$ cat config.mk
export PLATFORM = sky130hd
export DESIGN_NAME = lwmsb_front
export DESIGN_NICKNAME = d
export VERILOG_FILES = /design/src/rtl/lwmsb_pkg.sv /design/src/rtl/lwmsb_front.sv
export SDC_FILE = /design/constraint.sdc
export NUM_CORES = 1
export LEC_CHECK = 0
export BUFFER_PORTS_ARGS = -buffer_cell sky130_fd_sc_hd__buf_4
export CORE_MARGIN = 2
export CORE_UTILIZATION = 35
export CTS_CLUSTER_SIZE = 16
export DETAILED_ROUTE_END_ITERATION = 10
export PLACE_DENSITY = 0.58
export SLEW_MARGIN = 20
export SYNTH_ARGS = -nofsm -noshare
export SYNTH_HDL_FRONTEND = slang
export SYNTH_SLANG_ARGS = --single-unit
$ cat constraint.sdc
create_clock -name i_clk -period 20.8 [get_ports i_clk]
set_clock_uncertainty 0.1 [all_clocks]
set_input_delay 1.04 -clock i_clk [delete_from_list [all_inputs] [get_ports i_clk]]
set_output_delay 1.04 -clock i_clk [all_outputs]
set_load 0.005 [all_outputs]
$ cat src/rtl/lwmsb_pkg.sv
`default_nettype none
package lwmsb_pkg;
    localparam int VAL_W  = 30;
    localparam int BUD_W  = 33;
    localparam int USED_W = 3;
    localparam int LEN_W  = 11;
    localparam int NCOL   = 5;

    localparam logic CFG_BUDGET = 1'b0;
    localparam logic CFG_COLS   = 1'b1;

    typedef struct packed {
        logic [NCOL-1:0][VAL_W-1:0] values;
        logic                       last;
    } t_row;

    typedef struct packed {
        logic [NCOL-1:0][VAL_W-1:0] maxima;
        logic [LEN_W-1:0]           length;
        logic                       ovf;
    } t_res;
endpackage
`default_nettype wire

$ cat src/rtl/lwmsb_front.sv
`default_nettype none
module lwmsb_front (
    input  wire              i_clk,
    input  wire              i_rst_n,
    input  wire              push,
    output logic             full,
    input  lwmsb_pkg::t_row  i_row,
    input  wire              i_take,
    output logic             o_avail,
    output lwmsb_pkg::t_row  o_row
);
    import lwmsb_pkg::*;

    // two-entry row queue between intake and the window engine
    t_row       r_mem [2];
    logic       r_wp, r_rp;
    logic [1:0] r_cnt;
    logic       w_in, w_out;

    assign full    = (r_cnt == 2'd2);
    assign o_avail = (r_cnt != 2'd0);
    assign o_row   = r_mem[r_rp];
    assign w_in    = push && !full;
    assign w_out   = i_take && o_avail;

    always_ff @(posedge i_clk) begin
        if (w_in) begin
            r_mem[r_wp] <= i_row;
        end
        if (!i_rst_n) begin
            r_wp  <= 1'b0;
            r_rp  <= 1'b0;
            r_cnt <= 2'd0;
        end else begin
            if (w_in) r_wp <= ~r_wp;
            if (w_out) r_rp <= ~r_rp;
            r_cnt <= r_cnt + 2'(w_in) - 2'(w_out);
        end
    end
endmodule
`default_nettype wire

==> metrics.txt <==
status=finished clean; CTS tree=yes; vias in the first global route=5,857; Filler cells=2,787; drc violations=0; Rows=66; clock sink count=307; H-tree depth=2; cells along the critical path=buf_4, mux2_2, buf_4; Final Instance Area=15,400 um2; Critical Path End Type=output pin; GPL Wtd Cong=0.704; Die X=185 um; Hold Crit Start=r_rp; Synth Instances=496; vias=5,661; critical path startpoint category=register; CP max FO=62; Fmax achieved=254 MHz; Crit path top cell by count=buf_4; drt wl/cell=17.7 um; initial antenna violation count=1; Fin. Hold Viols=0; HPWL after detailed placement=15,000 um; largest net degree at the start of global routing=73; post-route ant nets=0; sequential area share after synthesis=79.8%; static leakage=5.89 nW; Post-Route WL=22,900 um; power density over the cells=120 nW/um2; Worst-path clk slew=0.06 ns; CTS Buf Count=34; Final Max Slew Viols=0; root buf cell=clkbuf_16; count of boundary I/O pins=308; maxcap violations=0; nets@finish=985; final worst-path cycle share=18.9%; Total GRT Usage=12.8%; hold_buf cts=0; core area=32,500 um2; Mapped Area=11,500 um2; WP buf/inv=2; port bufs=307; slowest CP cell=buf_4; Post-CTS Resized=0; Vias/cell=4.37; setup TNS=0 ns; GR Overflow Total=0; Post-DP Area=14,300 um2; chip height=185 um; worst-skew pair later-pin latency=0.49 ns; yosys warns=0; Slew HR=30.8%; largest stage delay on the critical path=0.86 ns; syn nets=653; Crit path max-delay family=buffers and inverters; Bufs on Longest Clock Path=3; crit path kind=register to output pin; HP Class=register to register; RSZ-0062 raised after global routing=no; r2r startpoint=r_cnt[0]; required time of the critical path=19.66 ns; Final min period=3.94 ns; Initial DRC Count=327; die area=34,300 um2; Tightest Pin Transition=1.04 ns; first-pass GRT wire length=33,200 um; drt pass-1 iters=4; Final Setup Violations=0; Mapped Avg Cell Area=23.2 um2; share of layout cells above drive strength 1=60.9%; Yosys cell types=18; Seq cells post-synth=307; arrival time worst endpoint=2.80 ns; post-CTS setup buffer count=0; Initial Util=35.4%; Max IR drop VDD=0.0737 mV; area delta synth->final=34.1%
[synthesized netlist by cell type]
| master | instances | area (um2) |
|---|---|---|
| edfxtp_1 | 302 | 9070 |
| mux2_4 | 90 | 1350 |
| mux2_2 | 61 | 687 |
| buf_6 | 11 | 124 |
| buf_2 | 6 | 30.0 |
| dfxtp_1 | 5 | 100 |
| nor2_1 | 4 | 15.0 |
| inv_1 | 3 | 11.3 |
| ha_1 | 2 | 25.0 |
| nand2_1 | 2 | 7.51 |
| nand2b_1 | 2 | 12.5 |
| xnor2_1 | 2 | 17.5 |
| and2_1 | 1 | 6.26 |
| and3_1 | 1 | 6.26 |
| mux2i_1 | 1 | 10.0 |
| o21a_1 | 1 | 7.51 |
| or2_2 | 1 | 6.26 |
| xor2_1 | 1 | 8.76 |
[report_power, final]
group,internal (mW),switching (mW)
registers,0.779,0.0296
clock network,0.383,0.228
logic,0.256,0.179
total,1.42,0.437
[per-layer routing]
| layer | vias to the layer above | share of wire [%] | GRT usage (%) |
|---|---|---|---|
| li1 | 2634 | - | - |
| met1 | 2782 | 39 | 15.2 |
| met2 | 198 | 49 | 21.1 |
| met3 | 45 | 9.4 | 5.15 |
| met4 | 2 | 2.3 | 4.22 |
| met5 | - | 0.057 | 0 |
[state kept, by name, summed over array words and instances (netlist names), named ones only]
| name | cells |
|---|---|
| r_rp | 1 |
| r_wp | 1 |
| r_cnt | 2 |
| r_mem | 302 |
[cells by family after synthesis]
group	synth area share, %
muxes	17.8
buffers and inverters	1.44
adders and majority gates	0.218
DFF	79.8
AOI/OAI and AO/OA	0.0653
and+or+nand+nor	0.468
xor gates and xnor gates	0.229
[worst paths after layout]
path | to | slack (ns) | cells after the start
max | o_row[37] | 16.86 | 3
min | register | 0.42 | 2
max reg2reg | r_mem[0][104] | 18.32 | 4
min reg2reg | register | 0.42 | 2
[final cells by class]
class                           instances  area (um2)  share of cell area [%]
Timing Repair Buffer                  313        2350                    15.2
Clock inverter                         19         216                    1.40
Tap cell                              442         553                    3.59
Inverter                                3        11.3                  0.0730
Antenna cell                            1        2.50                  0.0162
Sequential cell                       307        9170                    59.5
Multi-Input combinational cell        169        2170                    14.1
Clock buffer                           40         937                    6.08
[worst reg2reg max path, delay by kind of cell, from the launching register on]
kind	cells	cell delay, ns
buf+inv	1	0.82
simple gates	3	0.70
flops	1	0.36
[cells in the final DEF (no fill, tap or decap), types with 2 or more instances in the layout]
| cell | Yosys | final |
|---|---|---|
| clkbuf_1 | 0 | 3 |
| nand2_1 | 2 | 2 |
| dfxtp_1 | 5 | 4 |
| nand2b_1 | 2 | 2 |
| buf_4 | 0 | 313 |
| clkbuf_16 | 0 | 37 |
| xnor2_1 | 2 | 2 |
| inv_1 | 3 | 3 |
| mux2_4 | 90 | 90 |
| bufinv_16 | 0 | 5 |
| nor2_1 | 4 | 3 |
| clkinv_1 | 0 | 6 |
| mux2_2 | 61 | 61 |
| clkinv_2 | 0 | 7 |
| ha_1 | 2 | 2 |
| edfxtp_1 | 302 | 302 |
[metrics by stage]
step	setup WS, ns	power [mW]	hold slack [ns]	std cells	utilization (%)
final	16.86	1.85	0.415	1294	47.5
after global placement	17.36	1.27	0.394	1234	43.9
after detailed placement	17.33	1.27	0.411	1234	43.9
after CTS	16.78	1.89	0.425	1293	47.5
after floorplan	12.63	1.07	0.355	496	-
after global routing	16.70	1.94	0.464	1293	47.5
Power figures use the tool's default switching activity.
